## src/rtl/core/res_ram.sv

```systemverilog
// res_ram: generic simple dual-port RAM, one write port and one read port
// with registered read data. No dependencies.
module res_ram #(
    parameter int WIDTH = 8,
    parameter int DEPTH = 64
) (
    input  logic                     i_clk,
    input  logic                     i_we,
    input  logic [$clog2(DEPTH)-1:0] i_waddr,
    input  logic [WIDTH-1:0]         i_wdata,
    input  logic                     i_re,
    input  logic [$clog2(DEPTH)-1:0] i_raddr,
    output logic [WIDTH-1:0]         o_rdata
);

    logic [WIDTH-1:0] r_mem [DEPTH];
    logic [WIDTH-1:0] r_rdata;

    always_ff @(posedge i_clk) begin
        if (i_we) begin
            r_mem[i_waddr] <= i_wdata;
        end
        if (i_re) begin
            r_rdata <= r_mem[i_raddr];
        end
    end

    assign o_rdata = r_rdata;

endmodule

```

## config.mk

```make
export PLATFORM = sky130hd
export DESIGN_NAME = res_ram
export DESIGN_NICKNAME = d
export VERILOG_FILES = /design/src/rtl/core/res_ram.sv
export SDC_FILE = /design/constraint.sdc
export NUM_CORES = 1
export LEC_CHECK = 0
export ABC_CLOCK_PERIOD_IN_PS = 1800
export BUFFER_PORTS_ARGS = -buffer_cell sky130_fd_sc_hd__buf_4
export CAP_MARGIN = 40
export CELL_PAD_IN_SITES_DETAIL_PLACEMENT = 1
export CELL_PAD_IN_SITES_GLOBAL_PLACEMENT = 1
export CORE_MARGIN = 5
export CORE_UTILIZATION = 50
export DETAILED_ROUTE_END_ITERATION = 12
export GPL_ROUTABILITY_DRIVEN = 0
export PLACE_DENSITY = 0.76
export SYNTH_ARGS = -nofsm -noshare
export SYNTH_HDL_FRONTEND = slang
export SYNTH_SLANG_ARGS = --single-unit
```

## constraint.sdc

```tcl
create_clock -name i_clk -period 1.8 [get_ports i_clk]
set_input_delay 0.18 -clock i_clk [delete_from_list [all_inputs] [get_ports i_clk]]
set_output_delay 0.18 -clock i_clk [all_outputs]
set_load 0.005 [all_outputs]
```

==> metrics.cfg <==
[yosys]
synth_flop_cell = edfxtp_1
synthMuxAreaShare = 0.159
yosysSeqAreaShare = 0.771
yosys.area_share.xor_xnor = 0
synthCells = 940
synth-seq-cells = 520
synth_compound_area_frac = 0.0206
synth_simple_gate_area_frac = 0.0337
synth_fa_ha_area_frac = 0
synthArstFlopShare = 0
syn_area_per_cell_um2 = 21.5
syn_area_um2 = 20200
synth_nets = 963
synth_edf_count = 520
ys_types = 39
yosys_warnings = 0
synth_top_family_by_area = multiplexers

[floorplanning]
fp-row-count = 73
ioPinCount = 31
die_w_um = 211
die_area_um2 = 44600
die_y_um = 211
coreArea_um2 = 39900
initial_utilization = 0.507

[sta]
rsz0062_at_grt = yes
hold_violations = 0
worst_slack_ns = -0.248
skew_ns = 0.0252
setup_tns_ns = -1.40
post-route-period-util = 1.14
fmax_ghz = 0.488
period_minus_slack_ns = 2.05
drv_slew = 0
slew_headroom = 0.510
tightest_slew_ns = 0.736
setup_viol = 8
hold_slack_ns = 0.119

[place]
dp_hpwl_mm = 31.9
io_buffers = 30
post-place-ws_ns = -0.611
place_area_um2 = 22100

[detailed_routing]
drt_iter0_markers = 1075
drc = 0
routed_wl_mm = 51.4
first_pass_iters = 7
ant_nets = 0
dr_total_vias = 10400
via_per_inst = 6.16
wire_per_inst_um = 30.4

[clocking]
clockBufferDepth = 3
cts_buffers = 53
clock-sinks = 520
cts_setup_buffers = 0
path_clk_slew_ns = 0.06
htreeDepth = 2
clk-insertion-delay-late_ns = 0.59
cts-root-buf = clkbuf_16
cts_tree = yes

[power_and_ir_drop]
p_total_mw = 25.5
pwr_density_cell_nw_per_um2 = 1070
p_leak_nw = 7.76
vdd_drop_max_mv = 0.705

[grt]
antenna_found_initial = 1
overflow = 0
first_global_vias = 11300
grt_pass1_wl_mm = 76.6
track_usage = 0.236
grt_max_degree = 65

[worst_setup_path]
cp_max_fo = 1
r2r_slack_ns = -0.25
setup.worst_path.start = r_mem[20][4]
worst_r2r_endpoint = o_rdata[4]
slowest_delay_ns = 0.49
cp.depth = 6
critPathRequiredTime_ns = 2.13
worstSetupPathType = flop to flop
r2r-start = r_mem[20][4]
path_cells = mux4_2 -> mux2_4 -> o221a_4 -> nor3_2 -> buf_4 -> o32ai_2
setup.worst_path.end_class = flop
critPathTopFamily = multiplexers
cp-endpoint = o_rdata[4]
ff2ff_path_depth = 6
cpMaxStageDelayCell = mux4_2
critical_path_buf_inv_count = 1
critPathLaunchType = flop
cp.arrival_ns = 2.38

[layout]
multiInputGateArea_um2 = 4430
fin_area_um2 = 23800
n_fill_cell = 3338
regArea_um2 = 15600
mostFrequentLayoutCells = 520 x edfxtp_1, 166 x buf_4, 126 x mux4_2
area_growth_pct = 17.7
final_nets = 1146
drive_gt1_frac = 0.347
layout_commonest_cell = edfxtp_1
n_antenna_cell = 0

[hold_path]
min_path_type = primary input to flop

[run_status]
violations = negative setup slack
outcome = finished with violations

[run]
cap_violations = 0

## cell families after synthesis
group	after synthesis
multiplexers	162
buffers and inverters	51
AO/OA/AOI/OAI	54
flip-flops	520
AND/OR/NAND/NOR	153
## cells in the mapped netlist (all sizes together) (4+ instances only)
cell type    n  share of area
a211oi       4         0.0015
a221oi       6         0.0026
buf         34          0.012
clkbuf      17         0.0032
edfxtp     520           0.77
mux2        13         0.0072
mux2i       23          0.011
mux4       126           0.14
nand2       19         0.0035
nand2b       7         0.0022
nand3       13         0.0032
nor2        83          0.015
nor2b       14         0.0043
nor3         7         0.0017
o21ai        4        0.00099
o221ai       8         0.0035
o22ai        8         0.0025
## where the power goes
group          total [mW]  leakage [nW]  switching, mW  internal (mW)
Sequential           13.5          4.69         0.0448           13.4
Clock                10.5         0.805           4.42           6.12
Combinational        1.46          2.27          0.852          0.613
Total                25.5          7.76           5.31           20.2
## area by class of cell
cell class / count / area share
Clock buffer: 68 / 0.0580
Clock inverter: 27 / 0.0109
Multi-Input combinational cell: 369 / 0.186
Sequential cell: 520 / 0.655
Tap cell: 525 / 0.0276
Timing Repair Buffer: 179 / 0.0625
## metrics by stage
step                      std cells   util
after floorplan                 940      -
after global placement         1593  0.553
after detailed placement       1593  0.553
after CTS                      1688  0.597
after global routing           1688  0.597
final                          1688  0.597
## worst reg2reg max path, stage by stage, from the launching register on
cell	delay, ns
edfxtp_1	0.41
mux4_2	0.49
mux2_4	0.30
o221a_4	0.27
nor3_2	0.11
buf_4	0.15
o32ai_2	0.08
## how the worst min path moves through the flow
stage / start / to / depth (start not counted) / slack, ns
after floorplan: i_wdata[0] / r_mem[0][0] / 0 / 0.28
after global placement: i_re / o_rdata[4] / 1 / 0.50
after detailed placement: i_re / o_rdata[4] / 1 / 0.51
after CTS: i_raddr[5] / o_rdata[4] / 2 / 0.07
after global routing: i_raddr[5] / o_rdata[4] / 2 / 0.11
final: i_raddr[5] / o_rdata[4] / 2 / 0.12
## repair_timing
item / 4_1_cts / 5_1_grt
endpoints found under the hold margin: 8 / 0
setup endpoints to repair: 8 / 8
gates resized for setup: 22 / 4
hold buffers: 1 / 0
pin swaps: 5 / 1
## registers in the layout, summed over array words and instances, names as in the netlist
signal   flops
o_rdata      8
r_mem      512
## layer usage
metal,share of wire,GRT usage,vias to the layer above
met5,0.00025,0,-
met4,0.031,0.0787,2
met3,0.068,0.0446,94
met2,0.51,0.395,460
met1,0.39,0.318,5549
li1,-,-,4291
Note: power is estimated with default switching activity, not from simulation.
